File: config.mk
export PLATFORM = sky130hd
export DESIGN_NAME = percent_decode_stream_unit
export DESIGN_NICKNAME = d
export VERILOG_FILES = /design/src/rtl/pds_pkg.sv /design/src/rtl/pds_front.sv /design/src/rtl/pds_queue.sv /design/src/rtl/pds_back.sv /design/src/rtl/percent_decode_stream_unit.sv
export SDC_FILE = /design/constraint.sdc
export NUM_CORES = 1
export LEC_CHECK = 0
export BUFFER_PORTS_ARGS = -buffer_cell sky130_fd_sc_hd__buf_2
export CORE_UTILIZATION = 45
export CTS_CLUSTER_DIAMETER = 150
export CTS_CLUSTER_SIZE = 30
export DETAILED_ROUTE_END_ITERATION = 7
export SETUP_SLACK_MARGIN = 0.05
export SLEW_MARGIN = 20
export SYNTH_ARGS = -nofsm -noshare
export SYNTH_HDL_FRONTEND = slang
export SYNTH_SLANG_ARGS = --single-unit
File: constraint.sdc
create_clock -name clk -period 3.57 [get_ports clk]
set_input_delay 0 -clock clk [delete_from_list [all_inputs] [get_ports clk]]
set_output_delay 0 -clock clk [all_outputs]
set_load 0.03 [all_outputs]
File: src/rtl/pds_pkg.sv
// Shared types, constants and helpers for the percent decode stream block.
package pds_pkg;

  localparam logic [7:0] PCT_CHAR = 8'h25;
  localparam logic [7:0] MIN_VALID_RESET = 8'd32;

  localparam logic [1:0] KIND_DATA  = 2'd0;
  localparam logic [1:0] KIND_DONE  = 2'd1;
  localparam logic [1:0] KIND_ERROR = 2'd2;

  localparam int QUEUE_DEPTH = 4;
  localparam int QUEUE_AW    = $clog2(QUEUE_DEPTH);

  typedef enum logic [1:0] {
    PH_VALUE       = 2'd0,
    PH_AFTER_PCT   = 2'd1,
    PH_AFTER_DIGIT = 2'd2,
    PH_ERROR       = 2'd3
  } phase_t;

  // One input item's worth of results: up to three, all of the same kind.
  typedef struct packed {
    logic [1:0] cnt;
    logic [1:0] kind;
    logic [7:0] b0;
    logic [7:0] b1;
    logic [7:0] b2;
  } bundle_t;

  // {is_hex, nibble}
  function automatic logic [4:0] hex_val(input logic [7:0] c);
    logic [4:0] r;
    r = 5'd0;
    if (c >= 8'h30 && c <= 8'h39) begin
      r = {1'b1, 4'(c - 8'h30)};
    end else if (c >= 8'h41 && c <= 8'h46) begin
      r = {1'b1, 4'(c - 8'h37)};
    end else if (c >= 8'h61 && c <= 8'h66) begin
      r = {1'b1, 4'(c - 8'h57)};
    end
    return r;
  endfunction

endpackage

File: src/rtl/pds_front.sv
// Front end: accepts encoded bytes, tracks escape state, builds result bundles.
module pds_front (
  input  logic                clk,
  input  logic                rst,
  input  logic                cfg_wr_en,
  input  logic [7:0]          cfg_wr_data,
  input  logic                in_valid,
  output logic                in_ready,
  input  logic [7:0]          data_byte,
  input  logic                end_marker,
  input  logic                q_full,
  output logic                q_push,
  output pds_pkg::bundle_t    q_data
);

  pds_pkg::phase_t phase;
  pds_pkg::phase_t phase_next;
  logic [7:0]      min_valid_char;
  logic [3:0]      high_nibble;
  logic [3:0]      high_nibble_next;
  logic [7:0]      first_digit_char;
  logic [7:0]      first_digit_char_next;

  logic            accept;
  logic [4:0]      hx;
  logic            is_hex;
  logic            invalid;
  logic            is_pct;
  pds_pkg::bundle_t bnd;

  assign in_ready = !q_full;
  assign accept   = in_valid && in_ready;
  assign hx       = pds_pkg::hex_val(data_byte);
  assign is_hex   = hx[4];
  // anything with the top bit set counts as negative and is always invalid
  assign invalid  = data_byte[7] || (data_byte < min_valid_char);
  assign is_pct   = (data_byte == pds_pkg::PCT_CHAR);

  always_ff @(posedge clk) begin
    if (rst) begin
      phase          <= pds_pkg::PH_VALUE;
      min_valid_char <= pds_pkg::MIN_VALID_RESET;
    end else begin
      if (cfg_wr_en) begin
        min_valid_char <= cfg_wr_data;
      end
      if (accept) begin
        phase <= phase_next;
      end
    end
  end

  always_ff @(posedge clk) begin
    if (accept) begin
      high_nibble      <= high_nibble_next;
      first_digit_char <= first_digit_char_next;
    end
  end

  // next state
  always_comb begin
    phase_next            = phase;
    high_nibble_next      = high_nibble;
    first_digit_char_next = first_digit_char;
    if (end_marker) begin
      phase_next = (phase == pds_pkg::PH_ERROR) ? pds_pkg::PH_ERROR : pds_pkg::PH_VALUE;
    end else if (phase != pds_pkg::PH_ERROR) begin
      if (invalid) begin
        phase_next = pds_pkg::PH_ERROR;
      end else begin
        case (phase)
          pds_pkg::PH_VALUE: begin
            if (is_pct) phase_next = pds_pkg::PH_AFTER_PCT;
          end
          pds_pkg::PH_AFTER_PCT: begin
            if (is_hex) begin
              phase_next            = pds_pkg::PH_AFTER_DIGIT;
              high_nibble_next      = hx[3:0];
              first_digit_char_next = data_byte;
            end else if (!is_pct) begin
              phase_next = pds_pkg::PH_VALUE;
            end
          end
          pds_pkg::PH_AFTER_DIGIT: begin
            if (is_hex || !is_pct) phase_next = pds_pkg::PH_VALUE;
            else phase_next = pds_pkg::PH_AFTER_PCT;
          end
          default: phase_next = phase;
        endcase
      end
    end
  end

  // outputs: result bundle for this item
  always_comb begin
    bnd      = '0;
    bnd.kind = pds_pkg::KIND_DATA;
    if (end_marker) begin
      bnd.cnt  = 2'd1;
      bnd.kind = pds_pkg::KIND_DONE;
    end else if (phase != pds_pkg::PH_ERROR) begin
      if (invalid) begin
        bnd.cnt  = 2'd1;
        bnd.kind = pds_pkg::KIND_ERROR;
      end else begin
        case (phase)
          pds_pkg::PH_VALUE: begin
            if (!is_pct) begin
              bnd.cnt = 2'd1;
              bnd.b0  = data_byte;
            end
          end
          pds_pkg::PH_AFTER_PCT: begin
            if (!is_hex) begin
              bnd.b0  = pds_pkg::PCT_CHAR;
              bnd.b1  = data_byte;
              bnd.cnt = is_pct ? 2'd1 : 2'd2;
            end
          end
          pds_pkg::PH_AFTER_DIGIT: begin
            if (is_hex) begin
              bnd.cnt = 2'd1;
              bnd.b0  = {high_nibble, hx[3:0]};
            end else begin
              bnd.b0  = pds_pkg::PCT_CHAR;
              bnd.b1  = first_digit_char;
              bnd.b2  = data_byte;
              bnd.cnt = is_pct ? 2'd2 : 2'd3;
            end
          end
          default: bnd.cnt = 2'd0;
        endcase
      end
    end
  end

  assign q_push = accept && (bnd.cnt != 2'd0);
  assign q_data = bnd;

endmodule

File: src/rtl/pds_queue.sv
// Small bundle queue between the front end and the output serializer.
module pds_queue (
  input  logic             clk,
  input  logic             rst,
  input  logic             push,
  input  pds_pkg::bundle_t push_data,
  output logic             full,
  input  logic             pop,
  output logic             empty,
  output pds_pkg::bundle_t head
);

  pds_pkg::bundle_t                  slots [pds_pkg::QUEUE_DEPTH];
  logic [pds_pkg::QUEUE_AW-1:0]      wr_ptr;
  logic [pds_pkg::QUEUE_AW-1:0]      rd_ptr;
  logic [pds_pkg::QUEUE_AW:0]        count;
  logic                              do_push;
  logic                              do_pop;

  assign full    = (count == (pds_pkg::QUEUE_AW+1)'(pds_pkg::QUEUE_DEPTH));
  assign empty   = (count == '0);
  assign do_push = push && !full;
  assign do_pop  = pop && !empty;
  assign head    = slots[rd_ptr];

  always_ff @(posedge clk) begin
    if (rst) begin
      wr_ptr <= '0;
      rd_ptr <= '0;
      count  <= '0;
    end else begin
      if (do_push) wr_ptr <= wr_ptr + 1'b1;
      if (do_pop)  rd_ptr <= rd_ptr + 1'b1;
      if (do_push && !do_pop) count <= count + 1'b1;
      else if (do_pop && !do_push) count <= count - 1'b1;
    end
  end

  always_ff @(posedge clk) begin
    if (do_push) slots[wr_ptr] <= push_data;
  end

endmodule

File: src/rtl/pds_back.sv
// Back end: serializes queued bundles into single results behind an output register.
module pds_back (
  input  logic             clk,
  input  logic             rst,
  input  logic             q_empty,
  input  pds_pkg::bundle_t q_head,
  output logic             q_pop,
  output logic             out_valid,
  input  logic             out_ready,
  output logic [7:0]       out_byte,
  output logic [1:0]       kind,
  output logic             last
);

  logic [1:0] idx;
  logic       load;
  logic       is_last;
  logic [7:0] sel_byte;

  assign load    = !q_empty && (!out_valid || out_ready);
  assign is_last = (idx == (q_head.cnt - 2'd1));
  assign q_pop   = load && is_last;

  always_comb begin
    case (idx)
      2'd0:    sel_byte = q_head.b0;
      2'd1:    sel_byte = q_head.b1;
      default: sel_byte = q_head.b2;
    endcase
  end

  always_ff @(posedge clk) begin
    if (rst) begin
      out_valid <= 1'b0;
      idx       <= 2'd0;
    end else begin
      if (load) begin
        out_valid <= 1'b1;
        idx       <= is_last ? 2'd0 : idx + 2'd1;
      end else if (out_ready) begin
        out_valid <= 1'b0;
      end
    end
  end

  always_ff @(posedge clk) begin
    if (load) begin
      out_byte <= sel_byte;
      kind     <= q_head.kind;
      last     <= is_last;
    end
  end

endmodule

File: src/rtl/percent_decode_stream_unit.sv
// Streaming URL percent-decoder: top level.
//
// Input stream (s_axis): one encoded byte per transaction in tdata; tlast set
// marks an end-of-value item whose tdata is ignored.
// Output stream (m_axis): one decoded result per transaction. tuser carries
// the kind (data byte, value done, error entered); tdata is the byte for data
// results and zero otherwise; tlast marks the final result of an input item.
// Configuration: cfg_wr_en writes cfg_wr_data into the minimum valid character
// register (reset value 32); write only while the stream is idle.
// Path: results of accepted items go as bundles into a four-entry queue, then one
// result at a time into the output register. Throughput: one input per cycle;
// the output side moves one result per cycle while the receiver is ready, so an
// item with three results (a broken escape) holds the output longer while
// the queue keeps the input running. Input stalls only when that queue is full.
// Reset: decoder returns to the plain value phase, queue and output empty.
// A stalled receiver holds the current result stable; the queue then fills
// and tready drops.
module percent_decode_stream_unit (
  input  logic       clk,
  input  logic       rst,
  input  logic       cfg_wr_en,
  input  logic [7:0] cfg_wr_data,
  input  logic       s_axis_tvalid,
  output logic       s_axis_tready,
  input  logic [7:0] s_axis_tdata,   // [7:0] data_byte
  input  logic       s_axis_tlast,   // end_marker
  output logic       m_axis_tvalid,
  input  logic       m_axis_tready,
  output logic [7:0] m_axis_tdata,   // [7:0] out_byte
  output logic [1:0] m_axis_tuser,   // [1:0] kind
  output logic       m_axis_tlast    // last
);

  logic             q_push;
  logic             q_full;
  logic             q_pop;
  logic             q_empty;
  pds_pkg::bundle_t q_in;
  pds_pkg::bundle_t q_head;

  pds_front u_front (
    .clk         (clk),
    .rst         (rst),
    .cfg_wr_en   (cfg_wr_en),
    .cfg_wr_data (cfg_wr_data),
    .in_valid    (s_axis_tvalid),
    .in_ready    (s_axis_tready),
    .data_byte   (s_axis_tdata),
    .end_marker  (s_axis_tlast),
    .q_full      (q_full),
    .q_push      (q_push),
    .q_data      (q_in)
  );

  pds_queue u_queue (
    .clk       (clk),
    .rst       (rst),
    .push      (q_push),
    .push_data (q_in),
    .full      (q_full),
    .pop       (q_pop),
    .empty     (q_empty),
    .head      (q_head)
  );

  pds_back u_back (
    .clk       (clk),
    .rst       (rst),
    .q_empty   (q_empty),
    .q_head    (q_head),
    .q_pop     (q_pop),
    .out_valid (m_axis_tvalid),
    .out_ready (m_axis_tready),
    .out_byte  (m_axis_tdata),
    .kind      (m_axis_tuser),
    .last      (m_axis_tlast)
  );

endmodule

==> impl_results.md, run 1 <==
- Status: finished, final reports clean
- Post-CTS Setup Inserts: 0
- Critical-path cell list: inv_1, ha_1, a211o_1, o211ai_1, o311ai_4, a32o_1, o22a_2, inv_2, ha_1, inv_1, fa_1, xor2_1, or3_1, a21oi_1
- RD Place Congestion: 0.829
- Layout cells sized above 1: 21.5%
- Asr flop ratio synth: 0%
- Fillers: 1145
- Flops & latches, synth: 157
- PwrDens: 676 nW/um^2
- Post-Synth Adder-Cell Area: 4.50%
- Complex-gate fraction of the synthesized area: 7.06%
- Min-Delay Path Class: in -> reg
- Most used DFF post-synth: edfxtp_1
- Max cap viols: 0
- Total die area: 15700 sq um
- Global-route wire length before repair: 22.1 mm
- DRT iter0 DRCs: 283
- Post-synthesis sequential area ratio: 65.7%
- M1 WL: 6.00 mm
- Layout area overhead: 19.4%
- CTS H-Tree Depth: 4
- Final Max Tran Viols: 0
- Worst reg2reg path depth: 14
- Skew-Pair Late Insertion Delay: 420 ps
- Distinct cell type count after synthesis: 57
- Die Height: 125 microns
- Critical path buffer and inverter count: 3
- Main combinational cell family by area after synthesis: multiplexers
- Period minus WS final: 3260 ps
- Detailed placement HPWL: 8.28 mm
- RSZ-0062 raised after global routing: false
- Vias in the first global route: 4217
- Via count: 3924
- Nets: 567
- EDFF count, synth: 135
- Reg-to-Reg Start: u_front.min_valid_char[5]$_SDFFE_PP1P_
- # port buffers: 34
- Cells after Synth: 439
- Worst Tran Pin Value: 658 ps
- Fin crit share: 91.3%
- Initial core utilization: 46.5%
- Pre-Repair DR Iteration Count: 6
- Routed WL per cell: 18.8 microns
- Hold_sp: s_axis_tvalid
- Final WL: 13.5 mm
- Reg-to-reg setup timing slack: 310 ps
- Vias per Instance: 5.47
- Hold Path Depth: 4
- Diode count: 0
- Final Hold Viols: 0
- YS warnings: 0
- CTS buffer count: 17
- Sink Count: 157
- Largest net degree at the start of global routing: 29
- Critical path's top delay family: compound AO/OA/AOI/OAI gates
- Slew headroom: 55.9%
- Setup CP Type: reg -> reg
- Simple-gate share of the synthesized area: 7.97%
- Wire length on met2: 6.70 mm
- Core Footprint: 14700 sq um
- Root Buffer: clkbuf_16
- Max Used Layer: met4
- Slowest-stage cell, CP: fa_1
- Chip Width: 125 microns
- Gr ovfl total: 0
- Rows: 44
- Num ports: 35
- Total GRT Usage: 18.9%
- Peak Freq: 307 MHz
- Final setup fails: 0
- Clk_skew: 7.37 ps
- Leakage: 2.93 nW
- CP arrival: 3610 ps
- XOR/XNOR Fraction of Synth Area: 0.896%
- Finished Cell Area: 8170 sq um
- Max stage delay on crit path: 430 ps
- Met3 WL: 579 microns
- CTS clk-pin slew, worst paths: 60 ps
- CP Data Required Time: 3920 ps
- Routed Antenna Nets: 0
- Avg Inst Size Synth: 15.6 sq um
- Seq. cell area: 4500 sq um
- Initial antenna violation count: 0
- R2r endpoint: u_queue.count[2]$_SDFFE_PP0P_
- Residual DRC count: 0
- CTS Buffer Depth: 2
- Area of the multi-input gates: 2190 sq um
- Peak supply drop: 0.341 mV
- Hold Path Sink: u_front.phase[1]$_SDFFE_PP0P_
- Startpoint types: register
- CP Capture Type: register
- TritonCTS clock tree: yes
- Netlist Area Pre-Place: 6840 sq um
- Mux cell area share after synthesis: 11.3%
- Placed cell areas: 7260 sq um
- Worst-path fanout max: 7
- Setup TNS: 0 ps
[power breakdown]
part / switching, mW / internal (mW)
Clock: 0.682 / 1.02
Combinational: 0.810 / 0.616
Sequential: 0.0900 / 2.30
[cell families (layout without fill, tap and decap cells)]
family	count (synthesis)	count (layout)
AOI/OAI and AO/OA	59	59
xor gates and xnor gates	7	7
adders and majority gates	24	24
buffers and inverters	44	136
DFF	157	157
muxes	41	41
other	1	4
and+or+nand+nor	106	106
[routing by layer]
layer,global-route usage [%],up-vias
li1,-,1849
met4,8.11,0
met5,0,-
met1,24.4,1967
met2,30.9,92
met3,4.15,16
[worst min-delay path, delay by kind of cell]
family          cells  cell delay, ps
buf+inv             1              80
simple gates        2             240
compound gates      1             140
[stage by stage]
| step | hold WS [ps] | power (mW) | instances | worst slack, ps | utilization (%) |
|---|---|---|---|---|---|
| global route | 76.4 | 5.79 | 718 | 65.2 | 55.6 |
| detailed placement | 221 | 3.84 | 651 | 337 | 49.4 |
| global placement | 236 | 3.82 | 651 | 434 | 49.4 |
| floorplan | 98.9 | 3.46 | 442 | 153 | - |
| CTS | 65.6 | 5.58 | 718 | 317 | 55.6 |
| finish | 72.8 | 5.52 | 718 | 310 | 55.6 |
[how the worst max path moves through the flow]
stage	startpoint	end	slack, ps	cells after the start
finish	u_front.min_valid_char[5]$_SDFFE_PP1P_	u_queue.count[2]$_SDFFE_PP0P_	310	14
global placement	u_front.min_valid_char[5]$_SDFFE_PP1P_	u_queue.count[2]$_SDFFE_PP0P_	430	14
detailed placement	u_front.min_valid_char[5]$_SDFFE_PP1P_	u_queue.count[2]$_SDFFE_PP0P_	340	14
floorplan	u_front.min_valid_char[5]$_SDFFE_PP1P_	u_queue.slots[0][0]$_DFFE_PP_	150	8
global route	s_axis_tdata[1]	u_queue.count[2]$_SDFFE_PP0P_	70	16
CTS	u_front.min_valid_char[5]$_SDFFE_PP1P_	u_queue.count[2]$_SDFFE_PP0P_	320	14
[sequential cells by signal, indices dropped and copies added, names as in the netlist, 3 cells and up, named ones only]
name	count
u_queue.slots	112
u_queue.count	3
u_back.out_byte	8
u_front.first_digit_char	8
u_front.min_valid_char	8
u_front.high_nibble	4
[Yosys cell counts, types with 3 or more instances]
cell	instances	share of area, %
edfxtp_1	135	59
nor2_1	39	2.1
mux4_2	28	9.2
inv_1	24	1.3
ha_1	23	4.2
dfxtp_1	22	6.4
nand2_1	18	0.99
a22oi_1	13	1.4
nor2b_1	13	1.2
clkbuf_1	10	0.55
mux2i_1	10	1.5
a21oi_1	9	0.66
and2_1	9	0.82
a221o_1	8	1.2
nor3_1	6	0.44
xor2_1	6	0.77
buf_2	4	0.29
a21o_1	3	0.33
a31oi_1	3	0.27
a32o_1	3	0.44
and3_1	3	0.27
and4b_1	3	0.44
buf_1	3	0.16
nand3_1	3	0.22
o211ai_1	3	0.33
[cell type report]
type	instances	area share (%)
Multi-Input combinational cell	241	26.9
Tap cell	184	2.82
Sequential cell	157	55.0
Timing Repair Buffer	79	7.29
Clock buffer	20	5.35
Clock inverter	12	1.49
Inverter	25	1.15
[placed cells by master, fill, tap and decap left out, drive strengths merged, types with 10 or more instances in the layout]
cell type / instances
a21oi: 10
a22oi: 13
buf: 44
clkbuf: 20
dfxtp: 22
dlygate4sd3: 35
edfxtp: 135
ha: 23
inv: 26
mux2i: 11
mux4: 28
nand2: 18
nor2: 39
nor2b: 13
[repair_timing]
action	CTS	global route
gates resized for setup	0	0
hold buffers	35	0
hold endpoints to repair	27	0
Note: power is estimated with default switching activity, not from simulation.
==> run 2: changes to the inputs <==
clock period = 3.4 ns   (was 3.57 ns; I/O delays follow)
==> impl_results.md, run 2 (synthesis results as in run 1) <==
- Diode count: 0 (unchanged)
- Sink Count: 157 (unchanged)
- Startpoint types: input port (was register)
- Via count: 3786 (was 3924)
- Vias in the first global route: 4068 (was 4217)
- CTS H-Tree Depth: 4 (unchanged)
- Worst-path fanout max: 10 (was 7)
- Min-Delay Path Class: in -> reg (unchanged)
- Chip Width: 125 microns (unchanged)
- Status: finished, final reports clean (unchanged)
- R2r endpoint: u_queue.count[2]$_SDFFE_PP0P_ (unchanged)
- Hold Path Sink: u_front.min_valid_char[4]$_SDFFE_PP0P_ (was u_front.phase[1]$_SDFFE_PP0P_)
- Pre-Repair DR Iteration Count: 6 (unchanged)
- Total GRT Usage: 18.3% (was 18.9%)
- Slowest-stage cell, CP: dlygate4sd3_1 (was fa_1)
- Hold_sp: cfg_wr_en (was s_axis_tvalid)
- Peak Freq: 316 MHz
- Setup CP Type: in -> reg (was reg -> reg)
- CP arrival: 3500 ps (was 3610 ps)
- TritonCTS clock tree: yes (unchanged)
- Commonest non-fill, non-tap cell in the layout: edfxtp_1 (unchanged)
- Peak supply drop: 0.347 mV (was 0.341 mV)
- Fin crit share: 93.1%
- Initial core utilization: 46.5% (unchanged)
- Commonest cells after routing, fill and taps aside: 135 x edfxtp_1, 39 x nor2_1, 33 x buf_2 (was 135 x edfxtp_1, 39 x nor2_1, 35 x dlygate4sd3_1)
- Critical-path cell list: dlygate4sd3_1, buf_2, ha_1, or3b_1, and4_1, a21oi_2, nand3_1, o22a_4, inv_2, ha_1, inv_1, fa_1, xor2_1, or3_1, a21oi_1 (was inv_1, ha_1, a211o_1, o211ai_1, o311ai_4, a32o_1, o22a_2, inv_2, ha_1, inv_1, fa_1, xor2_1, or3_1, a21oi_1)
- Final setup fails: 0 (unchanged)
- Largest register FFs: 112 (unchanged)
- RSZ-0062 raised after global routing: false (unchanged)
- Final Max Tran Viols: 0 (unchanged)
- Final WL: 13.0 mm (was 13.5 mm)
- Reg-to-Reg Start: u_front.min_valid_char[5]$_SDFFE_PP1P_ (unchanged)
- Clk_skew: 13.0 ps (was 7.37 ps)
- Final Hold Viols: 0 (unchanged)
- Reg-to-reg setup timing slack: 240 ps (was 310 ps)
- Biggest register: u_queue.slots (unchanged)
- Hold Path Depth: 3 (was 4)
- CTS buffer count: 17 (unchanged)
- Global-route wire length before repair: 21.4 mm (was 22.1 mm)
- CP Capture Type: register (unchanged)
- Layout cells sized above 1: 22.0% (was 21.5%)
- Slew headroom: 46.1% (was 55.9%)
- Gr ovfl total: 0 (unchanged)
- Finished Layout Cells: 712 (was 718)
- Rows: 44 (unchanged)
- # port buffers: 34 (unchanged)
- Total die area: 15700 sq um (unchanged)
- RD Place Congestion: 0.827 (was 0.829)
- Leakage: 2.94 nW (was 2.93 nW)
- Period minus WS final: 3160 ps
- Core Footprint: 14700 sq um (unchanged)
- Worst Tran Pin Value: 803 ps (was 658 ps)
- Max stage delay on crit path: 550 ps (was 430 ps)
- Vias per Instance: 5.32 (was 5.47)
- Skew-Pair Late Insertion Delay: 410 ps (was 420 ps)
- Placed cell areas: 7310 sq um (was 7260 sq um)
- Routed Antenna Nets: 0 (unchanged)
- Levels on crit path: 15 (was 14)
- Initial antenna violation count: 0 (unchanged)
- Setup crit start: s_axis_tdata[0] (was u_front.min_valid_char[5]$_SDFFE_PP1P_)
- CTS Buffer Depth: 2 (unchanged)
- Fillers: 1168 (was 1145)
- CP Data Required Time: 3740 ps (was 3920 ps)
- Routed WL per cell: 18.2 microns (was 18.8 microns)
- DRT iter0 DRCs: 310 (was 283)
- Nets: 561 (was 567)
- Critical path's top delay family: simple AND/OR/NAND/NOR gates (was compound AO/OA/AOI/OAI gates)
- Root Buffer: clkbuf_16 (unchanged)
- Num ports: 35 (unchanged)
- Hold Slack: 44.5 ps (was 72.8 ps)
- Residual DRC count: 0 (unchanged)
- Worst reg2reg path depth: 14 (unchanged)
- Die Height: 125 microns (unchanged)
- PwrDens: 732 nW/um^2 (was 676 nW/um^2)
- Most used cell, CP: ha_1
- Detailed placement HPWL: 8.16 mm (was 8.28 mm)
- Final Core Density: 56.0% (was 55.6%)
- Max cap viols: 0 (unchanged)
- Finished Cell Area: 8230 sq um (was 8170 sq um)
- Largest net degree at the start of global routing: 29 (unchanged)
- CTS clk-pin slew, worst paths: 60 ps (about the same)
- Placed insts: 651 (unchanged)
- Layout area overhead: 20.4% (was 19.4%)
- Critical path buffer and inverter count: 4 (was 3)
- Total power: 6.02 mW (was 5.52 mW)
==> run 2: worst max path at each step <==
stage               slack (ps)                            end
floorplan                  -20  u_queue.slots[0][0]$_DFFE_PP_
global placement           260  u_queue.count[2]$_SDFFE_PP0P_
detailed placement         160  u_queue.count[2]$_SDFFE_PP0P_
CTS                        140  u_queue.count[2]$_SDFFE_PP0P_
global route                60  u_queue.count[2]$_SDFFE_PP0P_
finish                     240  u_queue.count[2]$_SDFFE_PP0P_
==> run 2: cell type report <==
type	instances	area (sq um)	area share [%]
Clock buffer	19	433	5.26
Multi-Input combinational cell	241	2200	26.7
Inverter	25	93.8	1.14
Clock inverter	13	195	2.37
Tap cell	184	230	2.80
Timing Repair Buffer	73	586	7.11
Sequential cell	157	4500	54.6
==> run 2: layer usage <==
| layer | GRT usage (%) | share of wire (%) | vias to the layer above |
|---|---|---|---|
| li1 | - | - | 1835 |
| met1 | 23.7 | 47 | 1890 |
| met2 | 31.0 | 50 | 59 |
| met3 | 4.28 | 2.6 | 2 |
| met4 | 5.45 | 0.31 | 0 |
| met5 | 0 | 0 | - |
==> run 2: per-stage QoR <==
step	setup slack, ps	TNS, ps
after floorplan	-16.7	-1870
after global placement	257	0
after detailed placement	163	0
after CTS	144	0
after global routing	58.1	0
final	236	0
==> run 2: timing repair <==
item                       4_1_cts  5_1_grt
gates resized for setup          0        3
hold endpoints to repair        27        0
buffers inserted                 0        1
setup endpoints to repair        0        1
hold buffers                    28        0
==> run 2: worst register-to-register path, delay by kind of cell (launching register included) <==
kind	cells	cell delay, ps
simple gates	1	310
compound gates	6	1270
buf+inv	3	180
flops	1	310
xor+xnor	1	160
fa+ha+maj	3	890
==> run 2: power by group <==
group          internal (mW)  switching [mW]
Clock                   1.29           0.706
Sequential              2.42          0.0912
Combinational          0.660           0.857
Total                   4.37            1.65
==> run 3: changes to the inputs <==
clock period = 2.6 ns   (was 3.4 ns; I/O delays follow)
==> impl_results.md, run 3 (synthesis results as in run 1) <==
- Skew-Pair Late Insertion Delay: 420 ps (was 410 ps)
- Pre-Repair DR Iteration Count: 7 (was 6)
- Comb power frac: 28.5% (was 25.2%)
- Reg-to-reg setup timing slack: -200 ps (was 240 ps)
- Hold_sp: s_axis_tdata[2] (was cfg_wr_en)
- Final WL: 14.1 mm (was 13.0 mm)
- CTS Buffer Depth: 2 (unchanged)
- Met3 WL: 566 microns (was 332 microns)
- Fin crit share: 108%
- Min-Delay Path Class: in -> reg (unchanged)
- Chip Width: 125 microns (unchanged)
- Wire length on met2: 6.96 mm (was 6.45 mm)
- TritonCTS clock tree: yes (unchanged)
- Diode count: 0 (unchanged)
- Clk_skew: 8.74 ps (was 13.0 ps)
- Biggest register: u_queue.slots (unchanged)
- M1 WL: 6.25 mm (was 6.14 mm)
- RSZ-0062 raised after global routing: true (was false)
- Rows: 44 (unchanged)
- Vias per Instance: 5.38 (was 5.32)
- PnR worst setup slack: -196 ps (was 236 ps)
- Leakage: 3.21 nW (was 2.94 nW)
- Sink Count: 157 (unchanged)
- Peak supply drop: 0.455 mV (was 0.347 mV)
- Worst Tran Pin Value: 497 ps (was 803 ps)
- # port buffers: 34 (unchanged)
- Layout cells sized above 1: 30.4% (was 22.0%)
- Max cap viols: 0 (unchanged)
- Switching share of total power: 28.7% (was 27.5%)
- PwrDens: 899 nW/um^2 (was 732 nW/um^2)
- Sequential share of power: 41.8% (was 41.6%)
- Hold Path Sink: u_front.high_nibble[2]$_DFFE_PP_ (was u_front.min_valid_char[4]$_SDFFE_PP0P_)
- Gr ovfl total: 0 (unchanged)
- Detailed placement HPWL: 9.23 mm (was 8.16 mm)
- CTS clk-pin slew, worst paths: 60 ps (about the same)
- CP Data Required Time: 2950 ps (was 3740 ps)
- Core Footprint: 14700 sq um (unchanged)
- CP arrival: 3150 ps (was 3500 ps)
- Num ports: 35 (unchanged)
- Initial antenna violation count: 0 (unchanged)
- Psw: 2.26 mW (was 1.65 mW)
- R2r endpoint: u_queue.count[2]$_SDFFE_PP0P_ (unchanged)
- Initial core utilization: 46.5% (unchanged)
- Placed cell areas: 7640 sq um (was 7310 sq um)
- RD Place Congestion: 0.840 (was 0.827)
- Largest register FFs: 112 (unchanged)
- Clock share of power: 29.7% (was 33.2%)
- Internal cell power: 5.60 mW (was 4.37 mW)
- Final Hold Viols: 0 (unchanged)
- Peak Freq: 358 MHz
- Final Max Tran Viols: 0 (unchanged)
- Vias in the first global route: 4289 (was 4068)
- Setup TNS: -196 ps (was 0 ps)
- Total die area: 15700 sq um (unchanged)
- Root Buffer: clkbuf_16 (unchanged)
- CTS H-Tree Depth: 4 (unchanged)
- Status: complete, but fails checks (was finished, final reports clean)
- Via count: 4091 (was 3786)
- Residual DRC count: 1 (was 0)
- Slew headroom: 66.6% (was 46.1%)
- Setup CP Type: reg -> reg (was in -> reg)
- Nets: 609 (was 561)
- Largest net degree at the start of global routing: 26 (was 29)
- Worst reg2reg path depth: 14 (unchanged)
- Layout area overhead: 27.7% (was 20.4%)
- Routed WL per cell: 18.5 microns (was 18.2 microns)
- Global-route wire length before repair: 22.6 mm (was 21.4 mm)
- Finished Cell Area: 8730 sq um (was 8230 sq um)
- Failing checks: design-rule violations, negative setup slack
- Total GRT Usage: 19.4% (was 18.3%)
- Routed Antenna Nets: 0 (unchanged)
- Final setup fails: 1 (was 0)
- Reg-to-Reg Start: u_front.min_valid_char[6]$_SDFFE_PP0P_ (was u_front.min_valid_char[5]$_SDFFE_PP1P_)
- CTS buffer count: 17 (unchanged)
- Die Height: 125 microns (unchanged)
- Period minus WS final: 2800 ps
- DRT iter0 DRCs: 342 (was 310)
- Worst-path fanout max: 2 (was 10)
- Max Used Layer: met4 (unchanged)
- Commonest non-fill, non-tap cell in the layout: edfxtp_1 (unchanged)
- Commonest cells after routing, fill and taps aside: 135 x edfxtp_1, 40 x buf_4, 39 x nor2_1 (was 135 x edfxtp_1, 39 x nor2_1, 33 x buf_2)
- CP Capture Type: register (unchanged)
- Hold Path Depth: 4 (was 3)
- Startpoint types: register (was input port)
run 3: changes by cell type in the layout (fill, tap and decap cells not counted), sizes merged:
cell	before	now
buf	45	85
clkinv	5	10
dlygate4sd3	28	32
bufinv	5	2
clkbuf	19	21
run 3: repair_timing:
action,CTS,global route
setup endpoints to repair,114,53
hold buffers,32,0
endpoints found under the hold margin,28,0
buffers inserted,2,2
gates resized for setup,9,6
pin swaps,5,1
cloned,0,4
run 3: cell type report:
class / count / area (sq um)
Fill cell: 1141 / 5960
Clock buffer: 17 / 425
Clock inverter: 15 / 129
Timing Repair Buffer: 121 / 1080
Tap cell: 184 / 230
Inverter: 25 / 93.8
Sequential cell: 157 / 4500
Multi-Input combinational cell: 241 / 2280
run 3: metrics by stage:
stage	total power, mW	utilization (%)	worst slack, ps	hold slack, ps	cells
after detailed placement	5.47	52.0	-324	228	688
after global routing	8.26	59.4	-320	101	760
after CTS	7.88	58.3	-208	51.4	754
after global placement	5.44	52.0	-208	224	688
after floorplan	4.79	-	-278	98.9	442
final	7.86	59.4	-196	64.4	760
run 3: metal layers:
metal  track usage [%]  vias up
met5                 0        -
met4              7.10        0
met3              5.43       15
met2              30.6       84
met1              25.7     2060
li1                  -     1932
run 3: power groups by stage:
stage          registers [mW]  logic (mW)  clock network, mW
4_1_cts                  3.29        2.21               2.38
5_1_grt                  3.32        2.44               2.50
6_report                 3.28        2.24               2.34
2_1_floorplan            3.50        1.29                  0
3_5_place_dp             3.34        2.13                  0
3_3_place_gp             3.33        2.12                  0
run 3: worst max path at each step:
stage	from	to	cells after the start
after floorplan	u_front.min_valid_char[5]$_SDFFE_PP1P_	u_queue.count[2]$_SDFFE_PP0P_	14
after global placement	u_front.min_valid_char[5]$_SDFFE_PP1P_	u_queue.count[2]$_SDFFE_PP0P_	14
after detailed placement	u_front.min_valid_char[5]$_SDFFE_PP1P_	u_queue.count[2]$_SDFFE_PP0P_	14
after CTS	u_front.min_valid_char[5]$_SDFFE_PP1P_	u_queue.count[2]$_SDFFE_PP0P_	14
after global routing	u_front.min_valid_char[5]$_SDFFE_PP1P_	u_queue.count[2]$_SDFFE_PP0P_	14
final	u_front.min_valid_char[6]$_SDFFE_PP0P_	u_queue.count[2]$_SDFFE_PP0P_	14
run 3: worst max-delay path, stage by stage (launching register included):
cell and delay [ps]:
dfxtp_1 330, inv_1 50, ha_1 190, a211o_1 270
o211ai_1 130, o311ai_4 160, a32o_2 280, o22a_4 190
inv_2 60, ha_4 120, inv_2 30, fa_2 320
xor2_1 150, or3_1 320, a21oi_2 120
